`config.mk`:
```
export PLATFORM = sky130hd
export DESIGN_NAME = queued_dda_line_walker
export DESIGN_NICKNAME = d
export VERILOG_FILES = /design/src/hdl/qdlw_pkg.sv /design/src/hdl/qdlw_datapath.sv /design/src/hdl/qdlw_ctrl.sv /design/src/hdl/queued_dda_line_walker.sv
export SDC_FILE = /design/constraint.sdc
export NUM_CORES = 1
export LEC_CHECK = 0
export BUFFER_PORTS_ARGS = -buffer_cell sky130_fd_sc_hd__buf_4
export CORE_ASPECT_RATIO = 0.8
export CORE_MARGIN = 4
export CORE_UTILIZATION = 50
export DETAILED_ROUTE_END_ITERATION = 6
export HOLD_SLACK_MARGIN = 0.06
export PLACE_DENSITY = 0.71
export SYNTH_ARGS = -nofsm -noshare
export SYNTH_HDL_FRONTEND = slang
export SYNTH_SLANG_ARGS = --single-unit
```
`constraint.sdc`:
```
create_clock -name clk -period 7 [get_ports clk]
set_clock_uncertainty 0.2 [all_clocks]
set_input_delay 0.7 -clock clk [delete_from_list [all_inputs] [get_ports clk]]
set_output_delay 0.7 -clock clk [all_outputs]
set_load 0.02 [all_outputs]
```
`src/hdl/qdlw_pkg.sv`:
```
// Package for the queued DDA line walker: commands, result kinds, line modes,
// controller states and the command/status structs. No dependencies.
package qdlw_pkg;

	localparam int QueueDepth = 8;
	localparam int QidxW      = (QueueDepth > 1) ? $clog2(QueueDepth) : 1;
	localparam int QcntW      = $clog2(QueueDepth + 1);
	localparam int FracBits   = 16;
	localparam int ExactW     = 10 + FracBits;
	localparam int NumW       = 10 + FracBits + 1;
	localparam int DivCntW    = $clog2(NumW + 1);

	typedef enum logic [2:0] {
		CMD_TICK     = 3'd0,
		CMD_WALK_ABS = 3'd1,
		CMD_WALK_REL = 3'd2,
		CMD_TELEPORT = 3'd3,
		CMD_ABANDON  = 3'd4
	} cmd_t;

	typedef enum logic [1:0] {
		KIND_TRAIL  = 2'd0,
		KIND_MARKER = 2'd1,
		KIND_STATUS = 2'd2
	} kind_t;

	typedef enum logic [1:0] {
		MODE_IDLE  = 2'd0,
		MODE_HORIZ = 2'd1,
		MODE_VERT  = 2'd2
	} mode_t;

	typedef enum logic [3:0] {
		ST_IDLE,
		ST_EXEC,
		ST_LOAD,
		ST_PREP,
		ST_DIV,
		ST_FINISH,
		ST_STEP,
		ST_OUT_TRAIL0,
		ST_OUT_MARKER,
		ST_OUT_TRAIL1,
		ST_OUT_ONE
	} state_t;

	typedef struct packed {
		logic       capture;
		logic       exec;
		logic       load;
		logic       prep;
		logic       div_step;
		logic       finish;
		logic       step;
		logic       emit;
		kind_t      emit_kind;
		logic       emit_last;
	} dp_cmd_t;

	typedef struct packed {
		cmd_t  cmd;
		logic  walking;
		logic  queue_nonempty;
		logic  task_live;
		logic  div_done;
		logic  trail_on;
		logic  line_ends;
		logic  out_busy;
	} dp_status_t;

endpackage

```
`src/hdl/qdlw_datapath.sv`:
```
// Datapath of the queued DDA line walker: queue memory, cursor and line
// registers, serial slope divider and the result register. Uses qdlw_pkg.
module qdlw_datapath import qdlw_pkg::*; (
	input  logic             clk,
	input  logic             arst_n,
	input  dp_cmd_t          cmd,
	output dp_status_t       status,
	input  logic [2:0]       command,
	input  logic [7:0]       target_x,
	input  logic [7:0]       target_y,
	input  logic signed [7:0] delta_x,
	input  logic signed [7:0] delta_y,
	input  logic [23:0]      trail_color,
	input  logic [7:0]       speed,
	input  logic [23:0]      transparent_code,
	input  logic [23:0]      marker_color,
	output logic             out_valid,
	input  logic             out_ready,
	output logic [1:0]       write_kind,
	output logic signed [9:0] pix_x,
	output logic signed [9:0] pix_y,
	output logic [23:0]      pix_color,
	output logic [7:0]       speed_out,
	output logic             accepted,
	output logic             busy_res,
	output logic             last
);

	localparam int EntryW = 1 + 8 + 8 + 24 + 8;

	// captured input beat
	logic [2:0]  in_cmd_q;
	logic [7:0]  in_x_q, in_y_q, in_dx_q, in_dy_q, in_spd_q;
	logic [23:0] in_col_q;

	logic [9:0]        cursor_x_q, cursor_y_q, steps_left_q;
	logic [ExactW-1:0] exact_x_q, exact_y_q, step_x_q, step_y_q;
	mode_t             mode_q;
	logic [23:0]       line_color_q;
	logic [7:0]        line_speed_q;
	logic [QidxW-1:0]  head_q;
	logic [QcntW-1:0]  count_q;
	logic              acc_q;

	logic [EntryW-1:0] mem [QueueDepth];
	logic [EntryW-1:0] rd_q;

	// task set-up
	logic              live_q, minor_neg_q, major_neg_q, vert_q;
	logic [9:0]        major_q;
	logic [NumW-1:0]   rem_q;
	logic [FracBits+1:0] quo_q;
	logic [DivCntW-1:0] div_cnt_q;
	logic [23:0]       t_col_q;
	logic [7:0]        t_spd_q;

	logic [QidxW-1:0] tail;
	logic [QcntW:0]   tail_sum;
	logic             full, abs_same;
	assign tail_sum = {1'b0, count_q} + {{(QcntW+1-QidxW){1'b0}}, head_q};
	assign tail     = (tail_sum >= (QcntW+1)'(QueueDepth)) ?
		QidxW'(tail_sum - (QcntW+1)'(QueueDepth)) : QidxW'(tail_sum);
	assign full     = (count_q == QcntW'(QueueDepth));
	assign abs_same = ({2'b00, in_x_q} == cursor_x_q) && ({2'b00, in_y_q} == cursor_y_q);

	// task load decode
	logic [9:0] dest_x, dest_y, dx, dy, ax, ay;
	always_comb begin
		if (rd_q[EntryW-1]) begin
			dest_x = cursor_x_q + {{2{rd_q[47]}}, rd_q[47:40]};
			dest_y = cursor_y_q + {{2{rd_q[39]}}, rd_q[39:32]};
		end else begin
			dest_x = {2'b00, rd_q[47:40]};
			dest_y = {2'b00, rd_q[39:32]};
		end
		dx = dest_x - cursor_x_q;
		dy = dest_y - cursor_y_q;
		ax = dx[9] ? (10'd0 - dx) : dx;
		ay = dy[9] ? (10'd0 - dy) : dy;
	end

	// divider: numerator n*2^(F+1)+m, divisor 2m, one quotient bit a cycle
	logic [NumW-1:0] div2;
	logic [NumW-1:0] num_q;
	logic [NumW:0]   shifted;
	assign div2    = NumW'({major_q, 1'b0});
	assign shifted = {rem_q, num_q[NumW-1]};

	// rounding of exact positions
	function automatic logic [9:0] round_e(input logic [ExactW-1:0] e);
		logic [ExactW-1:0] mag, sum;
		logic [9:0]        r;
		mag = e[ExactW-1] ? (ExactW'(0) - e) : e;
		sum = mag + ExactW'(1 << (FracBits - 1));
		r   = sum[ExactW-1:FracBits];
		return e[ExactW-1] ? (10'd0 - r) : r;
	endfunction

	logic [ExactW-1:0] nx, ny;
	assign nx = exact_x_q + step_x_q;
	assign ny = exact_y_q + step_y_q;

	assign status.cmd            = cmd_t'(in_cmd_q);
	assign status.walking        = (mode_q != MODE_IDLE);
	assign status.queue_nonempty = (count_q != '0);
	assign status.task_live      = live_q;
	assign status.div_done       = (div_cnt_q == '0);
	assign status.trail_on       = (line_color_q != transparent_code);
	assign status.line_ends      = (steps_left_q == 10'd1);
	assign status.out_busy       = out_valid;

	always_ff @(posedge clk) begin
		if (cmd.capture) begin
			in_cmd_q <= command;
			in_x_q   <= target_x;
			in_y_q   <= target_y;
			in_dx_q  <= delta_x;
			in_dy_q  <= delta_y;
			in_col_q <= trail_color;
			in_spd_q <= speed;
		end
		if (cmd.exec && !full &&
		    ((in_cmd_q == CMD_WALK_REL) || (in_cmd_q == CMD_WALK_ABS && !abs_same))) begin
			if (in_cmd_q == CMD_WALK_REL)
				mem[tail] <= {1'b1, in_dx_q, in_dy_q, in_col_q, in_spd_q};
			else
				mem[tail] <= {1'b0, in_x_q, in_y_q, in_col_q, in_spd_q};
		end
		rd_q <= mem[head_q];
		if (cmd.prep) begin
			t_col_q     <= rd_q[31:8];
			t_spd_q     <= rd_q[7:0];
			vert_q      <= (ay > ax);
			major_q     <= (ay > ax) ? ay : ax;
			major_neg_q <= (ay > ax) ? dy[9] : dx[9];
			minor_neg_q <= (ay > ax) ? dx[9] : dy[9];
		end
	end

	always_ff @(posedge clk or negedge arst_n) begin
		if (!arst_n) begin
			div_cnt_q <= '0;
		end else if (cmd.prep) begin
			div_cnt_q <= DivCntW'(NumW);
		end else if (cmd.div_step && div_cnt_q != '0) begin
			div_cnt_q <= div_cnt_q - DivCntW'(1);
		end
	end

	always_ff @(posedge clk) begin
		if (cmd.prep) begin
			num_q <= (NumW'((ay > ax) ? ax : ay) << (FracBits + 1)) |
				NumW'((ay > ax) ? ay : ax);
			rem_q <= '0;
			quo_q <= '0;
		end else if (cmd.div_step) begin
			num_q <= {num_q[NumW-2:0], 1'b0};
			if (shifted >= {1'b0, div2}) begin
				rem_q <= NumW'(shifted - {1'b0, div2});
				quo_q <= {quo_q[FracBits:0], 1'b1};
			end else begin
				rem_q <= shifted[NumW-1:0];
				quo_q <= {quo_q[FracBits:0], 1'b0};
			end
		end
	end

	logic [ExactW-1:0] sstep, mstep;
	assign sstep = minor_neg_q ? (ExactW'(0) - ExactW'(quo_q)) : ExactW'(quo_q);
	assign mstep = major_neg_q ? (ExactW'(0) - ExactW'(1 << FracBits)) :
		ExactW'(1 << FracBits);

	always_ff @(posedge clk or negedge arst_n) begin
		if (!arst_n) begin
			cursor_x_q   <= '0;
			cursor_y_q   <= '0;
			exact_x_q    <= '0;
			exact_y_q    <= '0;
			step_x_q     <= '0;
			step_y_q     <= '0;
			steps_left_q <= '0;
			mode_q       <= MODE_IDLE;
			line_color_q <= '0;
			line_speed_q <= '0;
			head_q       <= '0;
			count_q      <= '0;
			acc_q        <= 1'b0;
			live_q       <= 1'b0;
		end else begin
			if (cmd.exec) begin
				case (in_cmd_q)
					CMD_WALK_ABS, CMD_WALK_REL: begin
						if (!full && (in_cmd_q == CMD_WALK_REL || !abs_same)) begin
							count_q <= count_q + QcntW'(1);
							acc_q   <= 1'b1;
						end else begin
							acc_q <= 1'b0;
						end
					end
					CMD_TELEPORT: begin
						cursor_x_q <= {2'b00, in_x_q};
						cursor_y_q <= {2'b00, in_y_q};
					end
					CMD_ABANDON: begin
						mode_q  <= MODE_IDLE;
						head_q  <= '0;
						count_q <= '0;
						acc_q   <= 1'b1;
					end
					default: acc_q <= 1'b0;
				endcase
			end
			if (cmd.load) begin
				// pop the head entry; its data arrives in rd_q next cycle
				head_q  <= (head_q == QidxW'(QueueDepth - 1)) ? '0 : head_q + QidxW'(1);
				count_q <= count_q - QcntW'(1);
			end
			if (cmd.prep) begin
				live_q <= (dx != 10'd0) || (dy != 10'd0);
			end
			if (cmd.finish) begin
				exact_x_q    <= {cursor_x_q, {FracBits{1'b0}}};
				exact_y_q    <= {cursor_y_q, {FracBits{1'b0}}};
				line_color_q <= t_col_q;
				line_speed_q <= t_spd_q;
				steps_left_q <= major_q;
				mode_q       <= vert_q ? MODE_VERT : MODE_HORIZ;
				step_x_q     <= vert_q ? sstep : mstep;
				step_y_q     <= vert_q ? mstep : sstep;
			end
			if (cmd.step) begin
				exact_x_q    <= nx;
				exact_y_q    <= ny;
				cursor_x_q   <= round_e(nx);
				cursor_y_q   <= round_e(ny);
				steps_left_q <= steps_left_q - 10'd1;
				if (steps_left_q == 10'd1)
					mode_q <= MODE_IDLE;
			end
		end
	end

	// result register; trail-before-step uses the old cursor, held in old_*
	logic [9:0] old_x_q, old_y_q;
	always_ff @(posedge clk) begin
		if (cmd.step) begin
			old_x_q <= cursor_x_q;
			old_y_q <= cursor_y_q;
		end
	end

	always_ff @(posedge clk or negedge arst_n) begin
		if (!arst_n) begin
			out_valid <= 1'b0;
		end else if (cmd.emit) begin
			out_valid <= 1'b1;
		end else if (out_ready) begin
			out_valid <= 1'b0;
		end
	end

	always_ff @(posedge clk) begin
		if (cmd.emit) begin
			write_kind <= cmd.emit_kind;
			last       <= cmd.emit_last;
			busy_res   <= (mode_q != MODE_IDLE);
			accepted   <= 1'b0;
			speed_out  <= line_speed_q;
			pix_x      <= cursor_x_q;
			pix_y      <= cursor_y_q;
			case (cmd.emit_kind)
				KIND_TRAIL: begin
					pix_color <= line_color_q;
					if (!cmd.emit_last || steps_left_q != 10'd0) begin
						pix_x <= old_x_q;
						pix_y <= old_y_q;
					end
				end
				KIND_MARKER: begin
					pix_color <= marker_color;
					if (in_cmd_q == CMD_TELEPORT)
						speed_out <= '0;
				end
				default: begin
					pix_color <= '0;
					speed_out <= '0;
					accepted  <= acc_q;
				end
			endcase
		end
	end

endmodule

```
`src/hdl/qdlw_ctrl.sv`:
```
// Controller of the queued DDA line walker: sequences command execution,
// task start with serial division, line steps and result beats. Uses qdlw_pkg.
module qdlw_ctrl import qdlw_pkg::*; (
	input  logic       clk,
	input  logic       arst_n,
	input  logic       in_valid,
	output logic       in_ready,
	input  logic       out_ready,
	input  dp_status_t status,
	output dp_cmd_t    cmd
);

	state_t state_q, state_d;

	always_ff @(posedge clk or negedge arst_n) begin
		if (!arst_n) begin
			state_q <= ST_IDLE;
		end else begin
			state_q <= state_d;
		end
	end

	// a beat may only be loaded when the result register is free or leaving
	logic out_free;
	assign out_free = !status.out_busy || out_ready;

	always_comb begin
		state_d       = state_q;
		cmd           = '0;
		cmd.emit_kind = KIND_STATUS;
		in_ready      = 1'b0;
		case (state_q)
			ST_IDLE: begin
				in_ready = 1'b1;
				if (in_valid) begin
					cmd.capture = 1'b1;
					state_d     = ST_EXEC;
				end
			end
			ST_EXEC: begin
				if (status.cmd == CMD_TICK) begin
					if (status.walking) begin
						state_d = ST_STEP;
					end else if (status.queue_nonempty) begin
						state_d = ST_LOAD;
					end else begin
						state_d = ST_IDLE;
					end
				end else begin
					cmd.exec = 1'b1;
					state_d  = ST_OUT_ONE;
				end
			end
			ST_LOAD: begin
				cmd.load = 1'b1;
				state_d  = ST_PREP;
			end
			ST_PREP: begin
				cmd.prep = 1'b1;
				state_d  = ST_DIV;
			end
			ST_DIV: begin
				if (!status.task_live) begin
					state_d = ST_IDLE;
				end else if (status.div_done) begin
					state_d = ST_FINISH;
				end else begin
					cmd.div_step = 1'b1;
				end
			end
			ST_FINISH: begin
				cmd.finish = 1'b1;
				state_d    = ST_IDLE;
			end
			ST_STEP: begin
				cmd.step = 1'b1;
				state_d  = status.trail_on ? ST_OUT_TRAIL0 : ST_OUT_MARKER;
			end
			ST_OUT_TRAIL0: begin
				if (out_free) begin
					cmd.emit      = 1'b1;
					cmd.emit_kind = KIND_TRAIL;
					state_d       = ST_OUT_MARKER;
				end
			end
			ST_OUT_MARKER: begin
				if (out_free) begin
					cmd.emit      = 1'b1;
					cmd.emit_kind = KIND_MARKER;
					cmd.emit_last = status.walking || !status.trail_on;
					state_d       = cmd.emit_last ? ST_IDLE : ST_OUT_TRAIL1;
				end
			end
			ST_OUT_TRAIL1: begin
				if (out_free) begin
					cmd.emit      = 1'b1;
					cmd.emit_kind = KIND_TRAIL;
					cmd.emit_last = 1'b1;
					state_d       = ST_IDLE;
				end
			end
			ST_OUT_ONE: begin
				if (out_free) begin
					cmd.emit      = 1'b1;
					cmd.emit_kind = (status.cmd == CMD_TELEPORT) ? KIND_MARKER : KIND_STATUS;
					cmd.emit_last = 1'b1;
					state_d       = ST_IDLE;
				end
			end
			default: state_d = ST_IDLE;
		endcase
	end

endmodule

```
`src/hdl/queued_dda_line_walker.sv`:
```
// Top level of the queued DDA line walker: APB register file, controller and
// datapath. Uses qdlw_pkg, qdlw_ctrl and qdlw_datapath.
//
// A walk, teleport or abandon command goes from capture through execution to
// its single result beat. A tick that steps the line goes through capture and
// the step state to up to three beats, which leave at one beat a cycle while
// out_ready stays high. A tick that starts a task pops the queue and runs
// a restoring slope divider, one quotient bit a cycle, and yields no beat. One
// item is in flight at a time; the result register frees the output.
module queued_dda_line_walker import qdlw_pkg::*; (
	input  logic             clk,
	input  logic             arst_n,
	input  logic             psel,
	input  logic             penable,
	input  logic             pwrite,
	input  logic [2:0]       paddr,
	input  logic [31:0]      pwdata,
	output logic [31:0]      prdata,
	output logic             pready,
	input  logic             valid,
	output logic             ready,
	input  logic [2:0]       command,
	input  logic [7:0]       target_x,
	input  logic [7:0]       target_y,
	input  logic signed [7:0] delta_x,
	input  logic signed [7:0] delta_y,
	input  logic [23:0]      trail_color,
	input  logic [7:0]       speed,
	output logic             out_valid,
	input  logic             out_ready,
	output logic [1:0]       write_kind,
	output logic signed [9:0] pix_x,
	output logic signed [9:0] pix_y,
	output logic [23:0]      pix_color,
	output logic [7:0]       speed_out,
	output logic             accepted,
	output logic             busy_res,
	output logic             last
);

	localparam logic [2:0] AddrTransparent = 3'd0;
	localparam logic [2:0] AddrMarker      = 3'd4;

	logic [23:0] transparent_q, marker_q;
	logic        wr;

	assign pready = 1'b1;
	assign wr     = psel && penable && pwrite;

	always_ff @(posedge clk or negedge arst_n) begin
		if (!arst_n) begin
			transparent_q <= '0;
			marker_q      <= 24'h00FF00;
		end else if (wr) begin
			if (paddr == AddrTransparent)
				transparent_q <= pwdata[23:0];
			else if (paddr == AddrMarker)
				marker_q <= pwdata[23:0];
		end
	end

	always_comb begin
		case (paddr)
			AddrTransparent: prdata = {8'd0, transparent_q};
			AddrMarker:      prdata = {8'd0, marker_q};
			default:         prdata = '0;
		endcase
	end

	dp_cmd_t    cmd;
	dp_status_t status;

	qdlw_ctrl u_ctrl (
		.clk       (clk),
		.arst_n    (arst_n),
		.in_valid  (valid),
		.in_ready  (ready),
		.out_ready (out_ready),
		.status    (status),
		.cmd       (cmd)
	);

	qdlw_datapath u_dp (
		.clk              (clk),
		.arst_n           (arst_n),
		.cmd              (cmd),
		.status           (status),
		.command          (command),
		.target_x         (target_x),
		.target_y         (target_y),
		.delta_x          (delta_x),
		.delta_y          (delta_y),
		.trail_color      (trail_color),
		.speed            (speed),
		.transparent_code (transparent_q),
		.marker_color     (marker_q),
		.out_valid        (out_valid),
		.out_ready        (out_ready),
		.write_kind       (write_kind),
		.pix_x            (pix_x),
		.pix_y            (pix_y),
		.pix_color        (pix_color),
		.speed_out        (speed_out),
		.accepted         (accepted),
		.busy_res         (busy_res),
		.last             (last)
	);

endmodule

```
---- After elaboration in Yosys (flattened, before gate mapping) ----
Memories as Yosys holds them, arrays and structs flattened. A register that Yosys moved wholly into a read port is not among the register bits.
Index checks and enable logic that the tools add are counted.
word-level totals
  output and inout port bits .............. 92
  bits in registers ....................... 496
  memories ................................ 1
  logic and storage cells ................. 253
  RAM bits ................................ 392
  bits of input ports ..................... 109
operators by class
  add/subtract/negate cells ............... 23
  reductions and logical operators ........ 49
  $lt $le $gt $ge ......................... 3
  bitwise logic cells ..................... 4
  muxes and demuxes ....................... 100
  eq/ne operators ......................... 28
memory list
  memory    depth  width  read ports  clocked after Yosys merged registers in  wr ports  RTL line             source
  u_dp.mem  8      49     1           1                                        1         qdlw_datapath.sv:45  logic [EntryW-1:0] mem [QueueDepth];
operators with widths
  operator                                                             count
  26-bit 2-to-1 mux                                                    10
  10-bit 2-to-1 mux                                                    21
  24-bit one-hot mux with 2 select lines                               2
  27-bit 2-to-1 mux                                                    3
  4-bit 2-to-1 mux                                                     16
  26-bit by 16-bit adder with 26-bit output, second input constant     2
  26-bit adder                                                         2
  1-bit by 26-bit subtractor with 26-bit output, first input constant  2
  49-bit 2-to-1 mux                                                    1
  1-bit by 10-bit subtractor with 10-bit output, first input constant  4
  4-bit one-hot mux with 9 select lines                                1
  10-bit nonzero test                                                  3
  28-bit by 11-bit greater-or-equal comparator with 1-bit output       1
  27-bit OR                                                            1
  27-bit by 11-bit subtractor with 27-bit output                       1
  1-bit 2-to-1 mux                                                     24
  24-bit != test                                                       1
  10-bit adder                                                         2
  8-bit by 10-bit == test with 1-bit output                            2
  10-bit subtractor                                                    2
  1-bit by 18-bit subtractor with 19-bit output, first input constant  1
  3-bit 2-to-1 mux                                                     6
  2-bit nonzero test                                                   9
  4-bit by 3-bit == test with 1-bit output, second input constant      4
  44 further kinds                                                     86

---- Depth between registers and ports, before layout ----
  depth after elaboration ................. 9
  gate-level depth with buffers ........... 37
  gate-level depth less buffers ........... 34

---- Hierarchy ----
From an unflattened synthesis, not the netlist that was laid out.
unflattened totals
  cell total of the unflattened synthesis .. 3220
  area, all modules ....................... 43481.7 um^2
modules (own cells, without submodules)
  module                  area an instance (um^2)  instances  cells an instance  sequential area each (um^2)
  qdlw_datapath           40845.4                  1          3016               24368.4
  queued_dda_line_walker  2164.6                   1          145                1211.2
  qdlw_ctrl               471.7                    1          59                 100.1

---- Worst setup path after synthesis ----
Ideal clock, no wire load.
  kind .................................... register to register
  from .................................... register u_dp.cursor_y_q[0]
  to ...................................... register u_dp.num_q[24], data pin
  period minus slack after synthesis ...... 6.621 ns
  library setup time ...................... 0.269 ns
  buffers on the path ..................... 3
  data required time ...................... 6.531 ns
  path slack .............................. 0.379 ns
  stages on the path, launching flop included .. 37
  data arrival time ....................... 6.151 ns
  cell sequence ........................... dfrtp_1 -> ha_1 -> inv_1 -> fa_1 -> xnor2_1 -> mux2_2 -> ha_1 -> o21ai_0 -> a21boi_0 -> o21ai_0 -> nand2b_1 -> a21o_1 -> a21o_1 -> a21o_1 -> a21oi_1 -> xor2_1 -> clkbuf_1 -> nand2_1 -> o21ai_0 -> inv_1 -> ha_1 -> nor2b_1 -> o21a_1 -> o21a_1 -> o21a_1 -> o21ai_0 -> nand2b_1 -> a21oi_1 -> nor2b_1 -> o21ai_0 -> nand2b_1 -> a21oi_1 -> nor2_1 -> clkbuf_1 -> buf_1 -> mux2i_1 -> o21ai_0
on the way
  longest elaborated chain between the ends .. 9
ends and longest elaborated chain
  what                                           RTL line              source
  start: declaration                             qdlw_datapath.sv:36   logic [9:0] cursor_x_q, cursor_y_q, steps_left_q;
  start signal: assignment                       qdlw_datapath.sv:202  cursor_y_q <= {2'b00, in_y_q};
  start signal: assignment                       qdlw_datapath.sv:235  cursor_y_q <= round_e(ny);
  10-bit adder                                   qdlw_datapath.sv:71   dest_y = cursor_y_q + {{2{rd_q[39]}}, rd_q[39:32]};
  10-bit 2-to-1 mux                              qdlw_datapath.sv:69   if (rd_q[EntryW-1]) begin
  10-bit subtractor (*)                          qdlw_datapath.sv:77   dy = dest_y - cursor_y_q;
  1-bit by 10-bit subtractor with 10-bit output  qdlw_datapath.sv:79   ay = dy[9] ? (10'd0 - dy) : dy;
  10-bit 2-to-1 mux (*)                          qdlw_datapath.sv:79
  10-bit greater-than comparator                 qdlw_datapath.sv:152  num_q <= (NumW'((ay > ax) ? ax : ay) << (FracBits + 1)) |
  10-bit 2-to-1 mux (*)                          qdlw_datapath.sv:152
  27-bit OR (*)                                  qdlw_datapath.sv:152
  27-bit 2-to-1 mux (*)                          qdlw_datapath.sv:151  if (cmd.prep) begin
  end signal: assignment                         qdlw_datapath.sv:152
  end signal: assignment                         qdlw_datapath.sv:157  num_q <= {num_q[NumW-2:0], 1'b0};
  end: declaration                               qdlw_datapath.sv:84   logic [NumW-1:0] num_q;
Every way passes the cells marked *; elsewhere a longest branch is shown, timed or not.
A chain may end at the register's enable or synchronous reset.

---- Worst setup path in the final report ----
  from .................................... register u_dp.cursor_y_q[0]
  to ...................................... register u_dp.num_q[1], data pin
on the way
  longest elaborated chain between the ends .. 9
ends and longest elaborated chain
  what                                           RTL line              source
  10-bit adder                                   qdlw_datapath.sv:71
  10-bit 2-to-1 mux                              qdlw_datapath.sv:69
  10-bit subtractor (*)                          qdlw_datapath.sv:77
  1-bit by 10-bit subtractor with 10-bit output  qdlw_datapath.sv:79
  10-bit 2-to-1 mux (*)                          qdlw_datapath.sv:79
  10-bit greater-than comparator                 qdlw_datapath.sv:153  NumW'((ay > ax) ? ay : ax);
  10-bit 2-to-1 mux (*)                          qdlw_datapath.sv:153
  27-bit OR (*)                                  qdlw_datapath.sv:152
  27-bit 2-to-1 mux (*)                          qdlw_datapath.sv:151
Marked as above.

==> summary.md <==
| Metric | Value |
|---|---|
| Run status | `complete, but fails checks` |
| Failing checks | `DRC` |
| CTS root buf | `clkbuf_16` |
| Synthesized instance count | `~3400` |
| Final min period | `6.50 ns` |
| Mapped cell area | `around 43000 um^2` |
| Hold-critical path depth | `2` |
| Worst Hold Endpoint | `transparent_q[7]` |
| Number of max-cap violations | `0` |
| Ys Warns | `0` |
| #FFs+latches synth | `~920` |
| DRC | `2` |
| Number of synthesized flops with an enable pin | `608` |
| Clock Path Buffers | `3` |
| Worst Path Class, Setup | `reg -> reg` |
| Main synth FF type | `edfxtp_1` |
| Peak fanout along the critical path | `13` |
| Critical Path AT | `6.70 ns` |
| GRT overflow | `0` |
| Largest net degree at the start of global routing | `around 110` |
| Avg Synthesized Cell Area | `approximately 13 um^2` |
| Vias in the first global route | `28100` |
| Skew-Pair Late Insertion Delay | `0.67 ns` |
| Total clock sinks | `between 900 and 1000` |
| Met2 usage | `a little over a third` |
| Worst min-delay path startpoint | `pwdata[7]` |
| Ports | `~200` |
| RePlAce Congestion | `0.892` |
| Final core occ | `58.3%` |
| Achievable frequency | `approximately 150 MHz` |
| Initial antenna violation count | `1` |
| Layout cells sized above 1 | `18.7%` |
| Relative slew slack | `24.3%` |
| Gr busiest metal | `met2` |
| GR Util All Layers | `22.8%` |
| # rows | `96` |
| Dpl hpwl | `about 67000 um` |
| WP data required | `approximately 7.2 ns` |
| Non-filler cells, final | `4893` |
| Dominant cells by area after synthesis | `edfxtp_1 (42%), dfrtp_1 (12%), mux4_2 (5.1%)` |
| Worst slew pin tran | `1.14 ns` |
| Drt first pass iters | `7` |
| Reg2Reg Depth | `34` |
| Avg Vias per Cell | `a little under 6` |
| Filler cell count | `approximately 6700` |
| CP max stage cell | `fa_1` |
| Drt total wl | `105000 um` |
| Cts bufs inserted | `90` |
| Die X | `337 um` |
| Worst setup SP type | `flop` |
| Fin nets | `~3900` |
| Post-route ant nets | `0` |
| Final Hold Fails | `0` |
| Vias | `28700` |
| H-tree depth | `3` |
| WL per Instance | `21.4 um` |
| Area Overhead vs Synth | `15.3%` |
| Worst r2r src | `u_dp.cursor_y_q[0]` |
| CTS tree | `built` |
| Setup crit end kind | `flop` |
| Clock slew at reported path FFs | `about 0.070 ns` |
| Grt met1 use | `33.0%` |
| Die Y | `272 um` |
| Leading area contributor after synthesis | `edfxtp_1` |
| M3 GR Usage | `3.41%` |
| Fin. max-slew vios | `0` |
| IO Port Bufs | `183` |
| Hold/Removal Path Class | `in -> reg` |
| Final period utilization | `between 90% and 100%` |
| Final setup violation count | `0` |
| Top cell type's share of synthesized area | `a little over two fifths` |
| First-pass GRT wire length | `164000 um` |
| Antenna cell count | `0` |
| Seq/Total Area, Yosys | `59.1%` |
| Worst R2R Setup Slack | `between 0.5 and 0.6 ns` |
| TNS Setup | `0 ns` |
| Slowest Stage Delay on Critical Path | `slightly above 0.4 ns` |
| Core ar. | `between 80000 and 90000 um^2` |
| DRT iter0 DRCs | `2495` |
| Async SR Flop Fraction | `23.9%` |
| Worst reg2reg path endpoint | `u_dp.num_q[1]` |
| Die Area | `91700 um^2` |
| Distinct cells, synth | `104` |
| Initial Util | `a little over 50%` |
| Placed Cells | `4633` |
==> state kept, by name, summed over array words and instances (netlist names), 10 cells and up <==
register           flops
u_dp.step_y_q         19
u_dp.line_color_q     24
u_dp.quo_q            18
u_dp.exact_y_q        26
u_dp.old_x_q          10
u_dp.t_col_q          24
u_dp.cursor_x_q       10
u_dp.major_q          10
u_dp.pix_y            10
u_dp.rd_q             49
u_dp.step_x_q         19
u_dp.rem_q            27
u_dp.steps_left_q     10
u_dp.pix_x            10
u_dp.old_y_q          10
u_dp.pix_color        24
u_dp.exact_x_q        26
marker_q              24
transparent_q         24
u_dp.cursor_y_q       10
u_dp.num_q            27
u_dp.mem             392
u_dp.in_col_q         24
==> worst max-delay path: cells and delay by family, from the launching register on <==
| family | cells | cell delay [ns] |
|---|---|---|
| flip-flops | 1 | 0.35 |
| AO/OA/AOI/OAI | 15 | 2.37 |
| buffers and inverters | 3 | 0.34 |
| AND/OR/NAND/NOR | 7 | 0.67 |
| adder cells (fa/ha/maj) | 4 | 1.19 |
| XOR/XNOR | 2 | 0.46 |
| multiplexers | 3 | 0.68 |
==> kinds of logic (layout without fill, tap and decap cells) <==
kind of cell	count (synthesis)	after routing	synth area share, %
compound gates	666	666	10.2
xor+xnor	193	193	3.97
fa+ha+maj	133	133	3.97
buf+inv	272	598	2.45
flops	923	923	59.1
mux	285	285	9.83
other cells	2	9	0.0173
simple gates	959	959	10.5
==> final cells by class <==
cell class / instances / area [um^2] / share of cell area, %
Clock buffer: 125 / 2530 / 5.06
Clock inverter: 44 / 473 / 0.945
Inverter: 103 / 387 / 0.772
Multi-Input combinational cell: 2245 / 16900 / 33.7
Sequential cell: 923 / 25700 / 51.3
Tap cell: 1127 / 1410 / 2.82
Timing Repair Buffer: 326 / 2690 / 5.38
==> synthesized netlist by cell type, types with 10 or more instances <==
cell type	instances
edfxtp_1	608
nand2_1	420
dfrtp_1	213
o21ai_0	213
mux2_2	148
nor2_1	145
clkbuf_1	133
ha_1	125
a21oi_1	107
inv_1	101
mux4_2	98
xor2_1	97
dfxtp_1	94
xnor2_1	93
nand3_1	73
nor3_1	61
a21o_1	55
a22o_1	38
mux2i_1	37
nand2b_1	37
nand4_1	33
nor4_1	32
a211oi_1	30
and3_1	29
and2_1	28
nor2b_1	27
a31oi_1	26
or3_1	22
buf_1	20
o31ai_1	20
o211ai_1	19
o22ai_1	15
o21a_1	13
o21bai_1	11
o21ai_1	10
==> metal layers <==
metal | routed length [um] | vias up
li1 | - | 13300
met1 | 45700 | 14300
met2 | 50100 | 971
met3 | 6600 | 151
met4 | 2320 | 0
met5 | 0 | -
==> cell usage in the layout (no fill, tap or decap), types with 72 or more instances in the layout <==
cell type	netlist	layout
xor2_1	97	96
clkbuf_16	0	91
ha_1	125	125
edfxtp_1	608	608
dfrtp_1	213	209
nand2_1	420	418
nor2_1	145	137
nand3_1	73	72
mux4_2	98	98
buf_4	9	234
xnor2_1	93	92
dfxtp_1	94	94
a21oi_1	107	102
o21ai_0	213	210
dlygate4sd3_1	0	89
inv_1	101	100
mux2_2	148	148
==> how the worst max path moves through the flow <==
stage	from	endpoint	slack, ns	cells past startpoint
5_1_grt	u_dp.cursor_y_q[0]	u_dp.num_q[1]	-0.02	34
2_1_floorplan	u_dp.cursor_y_q[0]	u_dp.num_q[24]	0.38	36
3_5_place_dp	u_dp.cursor_y_q[0]	u_dp.num_q[1]	0.27	33
3_3_place_gp	u_dp.cursor_y_q[0]	u_dp.num_q[1]	0.31	33
6_report	u_dp.cursor_y_q[0]	u_dp.num_q[1]	0.50	34
4_1_cts	u_dp.cursor_y_q[0]	u_dp.num_q[1]	0.22	33
==> through the flow <==
stage / setup WS (ns) / area (um^2) / hold slack, ns
after detailed placement: 0.270 / 46100 / 0.189
after global routing: -0.0190 / 50100 / 0.0732
after floorplan: 0.379 / 43400 / 0.186
final: 0.500 / 50100 / 0.108
after global placement: 0.306 / 46100 / 0.187
after CTS: 0.217 / 50000 / 0.0624
==> timing repair <==
| item | 4_1_cts | 5_1_grt |
|---|---|---|
| resized for setup | 0 | 14 |
| hold endpoints to repair | 216 | 0 |
| hold buffers | 89 | 0 |
| endpoints found under the setup margin | 0 | 32 |
| setup buffers | 0 | 2 |
Power is left out: the tool's default activity adds up to more than one toggle a clock period on the data nets, which glitch-free logic cannot reach.
